===== config.mk =====
export PLATFORM = sky130hd
export DESIGN_NAME = regex_pattern_tokenizer
export DESIGN_NICKNAME = d
export VERILOG_FILES = /design/src/rtl/core/rpt_pkg.sv /design/src/rtl/core/regex_pattern_tokenizer.sv
export SDC_FILE = /design/constraint.sdc
export NUM_CORES = 1
export LEC_CHECK = 0
export BUFFER_PORTS_ARGS = -buffer_cell sky130_fd_sc_hd__buf_2
export CORE_MARGIN = 3
export CORE_UTILIZATION = 30
export DETAILED_ROUTE_END_ITERATION = 8
export PLACE_DENSITY_LB_ADDON = 0.15
export SYNTH_ARGS = -nofsm -noshare
export SYNTH_HDL_FRONTEND = slang
export SYNTH_SLANG_ARGS = --single-unit

===== constraint.sdc =====
create_clock -name clk -period 4.4 [get_ports clk]
set_input_delay 0.66 -clock clk [delete_from_list [all_inputs] [get_ports clk]]
set_output_delay 0.66 -clock clk [all_outputs]
set_load 0.1 [all_outputs]

===== src/rtl/core/rpt_pkg.sv =====
// Package for the regex pattern tokenizer: item types, token and error codes, lexer modes.
`default_nettype none

package rpt_pkg;

    // Characters with a special role in a pattern
    localparam logic [7:0] CH_DASH      = 8'h2D;
    localparam logic [7:0] CH_CARET     = 8'h5E;
    localparam logic [7:0] CH_RBRACKET  = 8'h5D;
    localparam logic [7:0] CH_BACKSLASH = 8'h5C;
    localparam logic [7:0] CH_LBRACKET  = 8'h5B;
    localparam logic [7:0] CH_BAR       = 8'h7C;
    localparam logic [7:0] CH_STAR      = 8'h2A;
    localparam logic [7:0] CH_PLUS      = 8'h2B;
    localparam logic [7:0] CH_QUEST     = 8'h3F;

    typedef enum logic [3:0] {
        K_CONCAT = 4'd0,
        K_ALT    = 4'd1,
        K_STAR   = 4'd2,
        K_PLUS   = 4'd3,
        K_QUEST  = 4'd4,
        K_LIT    = 4'd5,
        K_ESC    = 4'd6,
        K_OPEN   = 4'd7,
        K_RANGE  = 4'd8,
        K_CLOSE  = 4'd9,
        K_DONE   = 4'd10,
        K_ERROR  = 4'd11
    } token_kind_t;

    typedef enum logic [2:0] {
        E_NONE       = 3'd0,
        E_BAD_ESCAPE = 3'd1,
        E_BAD_RANGE  = 3'd2,
        E_UNTERM     = 3'd3,
        E_LONE_DASH  = 3'd4
    } error_code_t;

    typedef enum logic [2:0] {
        M_OUT     = 3'd0,
        M_ESC_OUT = 3'd1,
        M_CSTART  = 3'd2,
        M_CLASS   = 3'd3,
        M_CESC    = 3'd4,
        M_DASH    = 3'd5,
        M_SKIP    = 3'd6
    } lexer_mode_t;

    typedef struct packed {
        logic [7:0] ch;
        logic       pattern_end;
    } in_item_t;

    typedef struct packed {
        token_kind_t token_kind;
        logic [7:0]  low_char;
        logic [7:0]  high_char;
        logic        negated;
        error_code_t error_code;
        logic        final_res;
    } out_item_t;

    // Kind of an alphanumeric: 1 digit, 2 lower case, 3 upper case, 0 none
    function automatic logic [1:0] alnum_kind(input logic [7:0] c);
        logic [1:0] k;
        k = 2'd0;
        if (c >= 8'h30 && c <= 8'h39) k = 2'd1;
        else if (c >= 8'h61 && c <= 8'h7A) k = 2'd2;
        else if (c >= 8'h41 && c <= 8'h5A) k = 2'd3;
        return k;
    endfunction

    // Characters allowed after a backslash inside a class
    function automatic logic is_class_escape(input logic [7:0] c);
        return (c == CH_BACKSLASH) || (c == CH_LBRACKET) || (c == CH_RBRACKET) ||
               (c == CH_BAR) || (c == CH_PLUS) || (c == CH_QUEST) || (c == CH_STAR);
    endfunction

    function automatic out_item_t make_token(input token_kind_t kind, input logic [7:0] lo,
                                             input logic [7:0] hi, input logic neg,
                                             input error_code_t err);
        out_item_t t;
        t.token_kind = kind;
        t.low_char   = lo;
        t.high_char  = hi;
        t.negated    = neg;
        t.error_code = err;
        t.final_res  = 1'b0;
        return t;
    endfunction

endpackage

`default_nettype wire


===== src/rtl/core/regex_pattern_tokenizer.sv =====
// Regex pattern tokenizer: one pattern character per item in, tokens out.
// Path: an accepted item waits in the input register until its tokens can be loaded into
// the token buffer, whose head slot is offered on the output port.
// Throughput: one item per cycle while each item gives at most one token and the sink
// is ready; an item giving several tokens holds off the next until its last token is taken.
// Reset: rst_n clears the lexer mode, class state and both handshake stages at once.
`default_nettype none

module regex_pattern_tokenizer (
    input  wire logic              clk,
    input  wire logic              rst_n,
    input  wire logic              in_valid,
    output logic                   in_ready,
    input  wire rpt_pkg::in_item_t in_item,
    output logic                   out_valid,
    input  wire logic              out_ready,
    output rpt_pkg::out_item_t     out_item
);
    import rpt_pkg::*;

    // Input stage
    logic        stage_valid_reg;
    in_item_t    stage_reg;

    // Lexer state
    lexer_mode_t mode_reg, mode_next;
    logic        joinable_reg, joinable_next;
    logic        negated_reg, negated_next;
    logic        pend_valid_reg, pend_valid_next;
    logic [7:0]  pend_low_reg, pend_low_next;
    logic [7:0]  pend_high_reg, pend_high_next;

    // Token buffer, slot 0 is the head
    out_item_t   slot_reg [3];
    logic [1:0]  cnt_reg;

    out_item_t   res [3];
    logic [1:0]  res_cnt;

    logic [7:0]  ch;
    logic        last;
    logic        range_ok;
    logic        pop;
    logic        load;

    assign ch       = stage_reg.ch;
    assign last     = stage_reg.pattern_end;
    assign range_ok = (alnum_kind(ch) != 2'd0) && (alnum_kind(ch) == alnum_kind(pend_low_reg))
                      && (pend_low_reg <= ch);

    assign pop       = out_valid && out_ready;
    assign load      = stage_valid_reg && ((cnt_reg == 2'd0) || ((cnt_reg == 2'd1) && out_ready));
    assign in_ready  = !stage_valid_reg || load;
    assign out_valid = (cnt_reg != 2'd0);
    assign out_item  = slot_reg[0];

    // Next lexer state
    always_comb
    begin
        mode_next       = mode_reg;
        joinable_next   = joinable_reg;
        negated_next    = negated_reg;
        pend_valid_next = pend_valid_reg;
        pend_low_next   = pend_low_reg;
        pend_high_next  = pend_high_reg;
        unique case (mode_reg) inside
            M_OUT:
            begin
                if (ch == CH_BAR)
                    joinable_next = 1'b0;
                else if (ch == CH_STAR || ch == CH_PLUS || ch == CH_QUEST)
                    joinable_next = 1'b1;
                else if (ch == CH_BACKSLASH)
                    mode_next = M_ESC_OUT;
                else if (ch == CH_LBRACKET)
                begin
                    negated_next    = 1'b0;
                    pend_valid_next = 1'b0;
                    mode_next       = M_CSTART;
                end
                else
                    joinable_next = 1'b1;
            end
            M_ESC_OUT:
            begin
                joinable_next = 1'b1;
                mode_next     = M_OUT;
            end
            M_CSTART, M_CLASS:
            begin
                if (mode_reg == M_CSTART && ch == CH_CARET)
                begin
                    negated_next = 1'b1;
                    mode_next    = M_CLASS;
                end
                else if (ch == CH_DASH)
                    mode_next = pend_valid_reg ? M_DASH : M_SKIP;
                else if (ch == CH_BACKSLASH)
                    mode_next = M_CESC;
                else if (ch == CH_RBRACKET)
                begin
                    pend_valid_next = 1'b0;
                    negated_next    = 1'b0;
                    joinable_next   = 1'b1;
                    mode_next       = M_OUT;
                end
                else
                begin
                    pend_low_next   = ch;
                    pend_high_next  = ch;
                    pend_valid_next = 1'b1;
                    mode_next       = M_CLASS;
                end
            end
            M_CESC:
            begin
                if (is_class_escape(ch))
                begin
                    pend_low_next   = ch;
                    pend_high_next  = ch;
                    pend_valid_next = 1'b1;
                    mode_next       = M_CLASS;
                end
                else
                    mode_next = M_SKIP;
            end
            M_DASH:
            begin
                // absorb repeated dashes, widen the held element or fail
                if (ch != CH_DASH)
                begin
                    if (range_ok)
                    begin
                        pend_high_next = ch;
                        mode_next      = M_CLASS;
                    end
                    else
                        mode_next = M_SKIP;
                end
            end
            default:
            begin
            end
        endcase
        // Pattern end returns everything to reset
        if (last)
        begin
            mode_next       = M_OUT;
            joinable_next   = 1'b0;
            negated_next    = 1'b0;
            pend_valid_next = 1'b0;
            pend_low_next   = 8'd0;
            pend_high_next  = 8'd0;
        end
    end

    // Tokens caused by the staged item
    always_comb
    begin
        out_item_t   tok [3];
        logic [1:0]  n;
        lexer_mode_t mode_after;
        tok[0]     = make_token(K_CONCAT, 8'd0, 8'd0, 1'b0, E_NONE);
        tok[1]     = tok[0];
        tok[2]     = tok[0];
        n          = 2'd0;
        mode_after = mode_reg;
        unique case (mode_reg) inside
            M_OUT:
            begin
                mode_after = M_OUT;
                if (ch == CH_BAR)
                begin
                    tok[n] = make_token(K_ALT, 8'd0, 8'd0, 1'b0, E_NONE);
                    n = n + 2'd1;
                end
                else if (ch == CH_STAR || ch == CH_PLUS || ch == CH_QUEST)
                begin
                    tok[n] = make_token((ch == CH_STAR) ? K_STAR :
                                        ((ch == CH_PLUS) ? K_PLUS : K_QUEST),
                                        8'd0, 8'd0, 1'b0, E_NONE);
                    n = n + 2'd1;
                end
                else
                begin
                    if (joinable_reg)
                    begin
                        tok[n] = make_token(K_CONCAT, 8'd0, 8'd0, 1'b0, E_NONE);
                        n = n + 2'd1;
                    end
                    if (ch == CH_BACKSLASH)
                        mode_after = M_ESC_OUT;
                    else if (ch == CH_LBRACKET)
                    begin
                        tok[n] = make_token(K_OPEN, 8'd0, 8'd0, 1'b0, E_NONE);
                        n = n + 2'd1;
                        mode_after = M_CSTART;
                    end
                    else
                    begin
                        tok[n] = make_token(K_LIT, ch, ch, 1'b0, E_NONE);
                        n = n + 2'd1;
                    end
                end
            end
            M_ESC_OUT:
            begin
                tok[n] = make_token(K_ESC, ch, ch, 1'b0, E_NONE);
                n = n + 2'd1;
                mode_after = M_OUT;
            end
            M_CSTART, M_CLASS:
            begin
                if (mode_reg == M_CSTART && ch == CH_CARET)
                    mode_after = M_CLASS;
                else if (ch == CH_DASH)
                begin
                    if (!pend_valid_reg)
                    begin
                        tok[n] = make_token(K_ERROR, ch, ch, 1'b0, E_LONE_DASH);
                        n = n + 2'd1;
                        mode_after = M_SKIP;
                    end
                    else
                        mode_after = M_DASH;
                end
                else if (ch == CH_BACKSLASH)
                    mode_after = M_CESC;
                else
                begin
                    // flush the held element on a new element or the close
                    if (pend_valid_reg)
                    begin
                        tok[n] = make_token(K_RANGE, pend_low_reg, pend_high_reg, 1'b0, E_NONE);
                        n = n + 2'd1;
                    end
                    if (ch == CH_RBRACKET)
                    begin
                        tok[n] = make_token(K_CLOSE, 8'd0, 8'd0, negated_reg, E_NONE);
                        n = n + 2'd1;
                        mode_after = M_OUT;
                    end
                    else
                        mode_after = M_CLASS;
                end
            end
            M_CESC:
            begin
                if (is_class_escape(ch))
                begin
                    if (pend_valid_reg)
                    begin
                        tok[n] = make_token(K_RANGE, pend_low_reg, pend_high_reg, 1'b0, E_NONE);
                        n = n + 2'd1;
                    end
                    mode_after = M_CLASS;
                end
                else
                begin
                    tok[n] = make_token(K_ERROR, ch, ch, 1'b0, E_BAD_ESCAPE);
                    n = n + 2'd1;
                    mode_after = M_SKIP;
                end
            end
            M_DASH:
            begin
                if (ch != CH_DASH)
                begin
                    if (range_ok)
                        mode_after = M_CLASS;
                    else
                    begin
                        tok[n] = make_token(K_ERROR, ch, ch, 1'b0, E_BAD_RANGE);
                        n = n + 2'd1;
                        mode_after = M_SKIP;
                    end
                end
            end
            default:
                mode_after = M_SKIP;
        endcase
        // Close the pattern: done outside brackets, unterminated inside a class or an escape, nothing after an error
        if (last)
        begin
            if (mode_after == M_OUT)
            begin
                tok[n] = make_token(K_DONE, 8'd0, 8'd0, 1'b0, E_NONE);
                n = n + 2'd1;
            end
            else if (mode_after != M_SKIP)
            begin
                tok[n] = make_token(K_ERROR, ch, ch, 1'b0, E_UNTERM);
                n = n + 2'd1;
            end
        end
        // Mark the last token of the item
        if (n != 2'd0)
            tok[n - 2'd1].final_res = 1'b1;
        res     = tok;
        res_cnt = n;
    end

    // Input register
    always_ff @(posedge clk or negedge rst_n)
    begin
        if (!rst_n)
            stage_valid_reg <= 1'b0;
        else if (in_valid && in_ready)
            stage_valid_reg <= 1'b1;
        else if (load)
            stage_valid_reg <= 1'b0;
    end

    always_ff @(posedge clk)
    begin
        if (in_valid && in_ready)
            stage_reg <= in_item;
    end

    // Lexer state advances when the staged item moves into the buffer
    always_ff @(posedge clk or negedge rst_n)
    begin
        if (!rst_n)
        begin
            mode_reg       <= M_OUT;
            joinable_reg   <= 1'b0;
            negated_reg    <= 1'b0;
            pend_valid_reg <= 1'b0;
            pend_low_reg   <= 8'd0;
            pend_high_reg  <= 8'd0;
        end
        else if (load)
        begin
            mode_reg       <= mode_next;
            joinable_reg   <= joinable_next;
            negated_reg    <= negated_next;
            pend_valid_reg <= pend_valid_next;
            pend_low_reg   <= pend_low_next;
            pend_high_reg  <= pend_high_next;
        end
    end

    // Token buffer count
    always_ff @(posedge clk or negedge rst_n)
    begin
        if (!rst_n)
            cnt_reg <= 2'd0;
        else if (load)
            cnt_reg <= res_cnt;
        else if (pop)
            cnt_reg <= cnt_reg - 2'd1;
    end

    // Token buffer slots: load a fresh list or shift down on a pop
    always_ff @(posedge clk)
    begin
        if (load)
            slot_reg <= res;
        else if (pop)
        begin
            slot_reg[0] <= slot_reg[1];
            slot_reg[1] <= slot_reg[2];
        end
    end

endmodule

`default_nettype wire


==> out/qor.csv, run 1 <==
stage,metric,value,unit
sta,rsz0062_at_grt,false,
yosys,synth_simple_gate_area_frac,0.185,
floorplan,dieArea,20100,sq um
routing,drt_first_pass_iters,5,
clock_network,ctsHoldBuffers,0,
worst_setup_path,critPathKind,flip-flop to flip-flop,
yosys,yosys.area.top_type,edfxtp_1,
sta,fin_skew,0.0123,ns
routing,met1_length,8430,um
worst_setup_path,critPathCaptureType,flip-flop,
placement,port_buffers,39,
placement,place_congestion,0.931,
global_route,grt-ovfl-total,0,
yosys,ys_types,73,
yosys,yosys.area.top_type_share,0.326,
clock_network,cts_resized,0,
min_path,worstHoldPathType,input pin to asynchronous set/reset pin,
sta,post-route-period-util,0.868,
global_route,grt.total_usage,0.188,
yosys,synthMuxAreaShare,0.0326,
floorplan,coreArea,18000,sq um
yosys,synthAdderAreaFrac,0.0339,
clock_network,clk_path_buf_depth,2,
final_layout,syn_to_final_growth,11.3,%
worst_setup_path,reg2reg_depth,12,
global_route,grt_pass1_wl,28400,um
sta,max_freq,0.262,GHz
final_layout,num-nets-final,605,
sta,tns,0,ns
sta,drv_slew,0,
routing,vias,4774,
worst_setup_path,setup.worst_path.start,ch[1]$_DFFE_PP_,
worst_setup_path,rr_startpoint,ch[1]$_DFFE_PP_,
final_layout,largest_reg_flops,26,
yosys,avgSynthCellArea,9.83,sq um
sta,slew_headroom,0.323,
worst_setup_path,r2r-end,out_item[22]$_DFFE_PP_,
yosys,synth-edff-count,60,
floorplan,start_util,0.307,
floorplan,rows,49,
worst_setup_path,r2r_setup_slack,0.58,ns
yosys,ys_warn_count,0,
worst_setup_path,crit_chain,nor4b_4 > nand2_2 > nor3_4 > inv_2 > ha_1 > and3_1 > o22ai_1 > a211o_1 > nor2_1 > buf_4 > nor4_1 > o21ai_0,
clock_network,postCtsSetupRepairBufs,0,
routing,met2WireLength,8350,um
flow_run,maxCapViolCount,0,
yosys,ys_ff_latch,85,
yosys,synth_top_family_by_area,compound AO/OA/AOI/OAI gates,
yosys,ys.flop_type,edfxtp_1,
worst_setup_path,crit_end,out_item[22]$_DFFE_PP_,
floorplan,die_x,142,um
floorplan,die_h,142,um
worst_setup_path,cp.required,4.49,ns
global_route,grt_pass1_vias,4584,
clock_network,cts.sinks,85,
yosys,synth.cell_area,5530,sq um
routing,route.detailed.drc,0,
worst_setup_path,cp_num_cells,12,
yosys,async_flop_share,0.294,
routing,wl,18700,um
worst_setup_path,cp_max_fo,11,
final_layout,multi_input_area,2690,sq um
worst_setup_path,max_stage_delay,0.54,ns
yosys,synth_top_cells_by_count,"edfxtp_1, nand2_1, nor2_1, o21ai_0",
routing,post_drt_wl_per_cell,23.1,um
final_layout,layout-drive-gt1-share,0.187,
yosys,seq_area_frac_synth,0.439,
final_layout,fillers,1892,
sta,hold_viol,0,
status,status,"complete, no violations",
routing,drt_iter0_markers,666,
floorplan,io_pins,40,
global_route,grt_max_degree,45,
worst_setup_path,arrival,3.91,ns
clock_network,clkLatencyLatePin,0.35,ns
yosys,syn_nets,591,
worst_setup_path,crit_slowest_cell,edfxtp_1,
worst_setup_path,path_buf_inv,2,
routing,met3_wirelength,1330,um
yosys,syn_inst,563,
routing,dr.max_layer_used,met4,
sta,setup_viol_count_final,0,
sta,worstMarginPinSlew,1.02,ns
clock_network,cts-htree-levels,3,
clock_network,cts_tree,yes,
final_layout,ff_latch_area,2430,sq um
worst_setup_path,crit_family,simple AND/OR/NAND/NOR gates,
clock_network,clk_pin_slew,0.07,ns
worst_setup_path,start_kind,flip-flop,
clock_network,cts_buffers,9,
yosys,synth-xor-area-share,0.00317,
clock_network,cts_root_buf,clkbuf_16,
global_route,antenna_found_initial,0,
final_layout,diodes,0,
yosys,post-synth-top-count-cell,edfxtp_1,
yosys,synth_compound_area_frac,0.232,
yosys,synthTopCellsByArea,"edfxtp_1, dfrtp_1, nand2_1",
placement,hpwlAfterDp,14100,um
routing,postRouteAntennaNets,0,
routing,vias_per_cell,5.89,
sta,layout_min_cycle_time,3.82,ns
[layout make-up]
class                   instances  share of cell area
multi-input cells             401               0.436
flip-flops and latches         85               0.394
repair buffers                 61              0.0585
well taps                     229              0.0465
clock buffers                  10              0.0372
clock inverters                 6              0.0154
inverters                      19              0.0116
[cell families after synthesis]
family	after synthesis
AND/OR/NAND/NOR	192
adder cells (fa/ha/maj)	15
XOR/XNOR	2
flip-flops	85
AO/OA/AOI/OAI	176
buffers and inverters	77
multiplexers	16
[placed cells by master, fill, tap and decap left out, types with 3 or more instances in the layout]
master | Yosys | final
a211oi_2 | 3 | 3
a21boi_0 | 3 | 3
a21o_1 | 9 | 9
a21oi_1 | 28 | 28
a221o_1 | 7 | 7
a221oi_1 | 4 | 4
a22o_1 | 6 | 6
a31oi_1 | 13 | 13
a32oi_1 | 4 | 4
and2_1 | 7 | 7
and3_1 | 5 | 5
and4_1 | 3 | 3
buf_2 | 6 | 39
buf_4 | 28 | 22
clkbuf_16 | 0 | 9
dfrtp_1 | 25 | 25
edfxtp_1 | 60 | 60
ha_1 | 15 | 15
inv_1 | 17 | 17
mux2_2 | 16 | 16
nand2_1 | 58 | 58
nand2b_1 | 9 | 9
nand3_1 | 15 | 15
nand3b_1 | 3 | 3
nand4_1 | 7 | 7
nor2_1 | 37 | 37
nor2b_1 | 6 | 6
nor3_1 | 11 | 11
nor4_1 | 13 | 13
o2111a_1 | 3 | 3
o211ai_1 | 12 | 12
o21a_1 | 4 | 4
o21ai_0 | 29 | 29
o21ai_1 | 4 | 4
o221ai_1 | 3 | 3
o22ai_1 | 6 | 6
o2bb2ai_1 | 5 | 5
o31ai_1 | 8 | 8
[per-stage QoR]
stage	instances	cell area [sq um]	setup slack (ns)	hold WS (ns)	utilization
after floorplan	563	5530	1.25	0.364	-
after global placement	795	5830	0.765	0.478	0.324
after detailed placement	795	5830	0.685	0.479	0.324
after CTS	811	6160	0.672	0.357	0.342
after global routing	811	6160	0.396	0.392	0.342
final	811	6160	0.581	0.336	0.342
[layer usage]
metal | up-vias | global-route usage
li1 | 2165 | -
met1 | 2331 | 0.269
met2 | 233 | 0.281
met3 | 45 | 0.0394
met4 | 0 | 0.0687
met5 | - | 0
[worst min-delay path by stage]
stage | start | end | slack, ns | cells past startpoint
after floorplan | rst_n | cnt_reg[0]$_DFFE_PN0P_ | 0.36 | 0
after global placement | pend_high_reg[7]$_DFFE_PN0P_ | pend_high_reg[7]$_DFFE_PN0P_ | 0.48 | 2
after detailed placement | pend_high_reg[7]$_DFFE_PN0P_ | pend_high_reg[7]$_DFFE_PN0P_ | 0.48 | 2
after CTS | rst_n | joinable_reg$_DFFE_PN0P_ | 0.36 | 1
after global routing | rst_n | negated_reg$_DFFE_PN0P_ | 0.39 | 1
final | rst_n | negated_reg$_DFFE_PN0P_ | 0.34 | 1
Power of run 1 is left out: the tool's default activity adds up to more than one toggle a clock period on the data nets, which glitch-free logic cannot reach.
==> inputs of run 2 (changes only) <==
- CORE_ASPECT_RATIO: default -> 1.2
- GPL_TIMING_DRIVEN: default -> 1
==> out/qor.csv, run 2 (synthesized netlist as in run 1, its figures left out) <==
stage,metric,value,unit,change
sta,max_freq,0.249,GHz,was 0.262 GHz
floorplan,io_pins,40,,unchanged
placement,hpwlAfterDp,13700,um,was 14100 um
worst_setup_path,rr_startpoint,ch[1]$_DFFE_PP_,,unchanged
floorplan,coreArea,17800,sq um,was 18000 sq um
sta,worstMarginPinSlew,1.19,ns,was 1.02 ns
routing,drt_first_pass_iters,5,,unchanged
sta,setup_viol_count_final,0,,unchanged
sta,fin_skew,0.00668,ns,was 0.0123 ns
worst_setup_path,start_kind,flip-flop,,unchanged
sta,tns,0,ns,unchanged
worst_setup_path,reg2reg_depth,12,,unchanged
sta,slew_headroom,0.204,,was 0.323
global_route,grt_pass1_vias,4595,,was 4584
worst_setup_path,r2r-end,out_item[22]$_DFFE_PP_,,unchanged
routing,vias_per_cell,5.93,,was 5.89
clock_network,cts_buffers,9,,unchanged
worst_setup_path,r2r_setup_slack,0.39,ns,was 0.58 ns
final_layout,syn_to_final_growth,10.8,%,was 11.3%
final_layout,diodes,0,,unchanged
routing,post_drt_wl_per_cell,23.1,um,about the same
clock_network,clk_path_buf_depth,2,,unchanged
worst_setup_path,path_buf_inv,2,,unchanged
worst_setup_path,cp.required,4.49,ns,about the same
routing,drt_iter0_markers,498,,was 666
placement,port_buffers,39,,unchanged
worst_setup_path,crit_chain,nor4b_4 > nand2_2 > nor3_4 > inv_2 > ha_1 > and3_1 > o22ai_1 > a211o_1 > nor2_1 > buf_4 > nor4_1 > o21ai_0,,unchanged
clock_network,ctsHoldBuffers,0,,unchanged
final_layout,layout-drive-gt1-share,0.189,,was 0.187
global_route,grt.total_usage,0.189,,was 0.188
clock_network,clkLatencyLatePin,0.36,ns,was 0.35 ns
worst_setup_path,cp_max_fo,12,,was 11
worst_setup_path,critPathCaptureType,flip-flop,,unchanged
floorplan,start_util,0.311,,was 0.307
status,status,"complete, no violations",,unchanged
global_route,grt-ovfl-total,0,,unchanged
clock_network,cts.sinks,85,,unchanged
worst_setup_path,max_stage_delay,0.58,ns,was 0.54 ns
final_layout,layout_common_cells,"edfxtp_1, nand2_1, buf_2",,unchanged
worst_setup_path,crit_slowest_cell,edfxtp_1,,unchanged
final_layout,layout_commonest_cell,edfxtp_1,,unchanged
global_route,antenna_found_initial,0,,unchanged
routing,route.detailed.drc,0,,unchanged
worst_setup_path,critPathKind,flip-flop to flip-flop,,unchanged
clock_network,cts-htree-levels,3,,unchanged
floorplan,die_x,130,um,was 142 um
final_layout,num-nets-final,605,,unchanged
floorplan,dieArea,20100,sq um,about the same
clock_network,cts_tree,yes,,unchanged
clock_network,postCtsSetupRepairBufs,0,,unchanged
global_route,grt_pass1_wl,28600,um,was 28400 um
routing,postRouteAntennaNets,0,,unchanged
routing,vias,4755,,was 4774
floorplan,rows,53,,was 49
sta,post-route-period-util,0.912,,was 0.868
sta,drv_slew,0,,unchanged
min_path,worstHoldPathType,input pin to asynchronous set/reset pin,,unchanged
clock_network,clk_pin_slew,0.07,ns,about the same
flow_run,maxCapViolCount,0,,unchanged
clock_network,cts_resized,0,,unchanged
final_layout,largest_reg_flops,26,,unchanged
sta,layout_min_cycle_time,4.01,ns,was 3.82 ns
worst_setup_path,arrival,4.10,ns,was 3.91 ns
sta,rsz0062_at_grt,false,,unchanged
global_route,grt_max_degree,45,,unchanged
clock_network,cts_root_buf,clkbuf_16,,unchanged
worst_setup_path,crit_family,simple AND/OR/NAND/NOR gates,,unchanged
placement,place_congestion,0.940,,was 0.931
floorplan,die_h,155,um,was 142 um
sta,hold_viol,0,,unchanged
routing,wl,18600,um,was 18700 um
## run 2: cell count changes in the layout (fill, tap and decap cells not counted)
cell and delta:
clkinv_4 +1, bufinv_16 -1, clkbuf_1 -1, inv_6 +1
## run 2: through the flow
step	area (sq um)	hold slack [ns]	cells	setup WS, ns	util
2_1_floorplan	5530	0.364	563	1.25	-
3_3_place_gp	5820	0.492	786	0.429	0.328
3_5_place_dp	5820	0.500	786	0.305	0.328
4_1_cts	6130	0.324	802	0.292	0.345
5_1_grt	6130	0.357	802	0.0213	0.345
6_report	6130	0.306	802	0.386	0.345
## run 2: metal layers
layer  wire length [um]  part of all wire  global-route usage  vias to the layer above
met4                807             0.044              0.0916                        0
met1               7900              0.43               0.251                     2326
met3               1170             0.063              0.0263                       49
li1                   -                 -                   -                     2160
met2               8680              0.47               0.301                      220
met5                  0                 0                   0                        -
## run 2: final cells by class
class | instances | area, sq um
well taps | 220 | 275
clock inverters | 7 | 82.6
repair buffers | 61 | 360
multi-input cells | 401 | 2690
clock buffers | 9 | 225
flip-flops and latches | 85 | 2430
inverters | 19 | 71.3
fillers | 1838 | 11600
## run 2: worst max-delay path by stage
stage                          from                      to  slack (ns)  cells after the start
CTS                 ch[1]$_DFFE_PP_  out_item[22]$_DFFE_PP_        0.29                     12
global route        ch[1]$_DFFE_PP_  out_item[22]$_DFFE_PP_        0.02                     12
finish              ch[1]$_DFFE_PP_  out_item[22]$_DFFE_PP_        0.39                     12
global placement    ch[1]$_DFFE_PP_  out_item[22]$_DFFE_PP_        0.43                     12
detailed placement  ch[1]$_DFFE_PP_  out_item[22]$_DFFE_PP_        0.30                     12
floorplan           ch[1]$_DFFE_PP_   out_item[6]$_DFFE_PP_        1.25                     13
Power of run 2 is left out for the same reason.
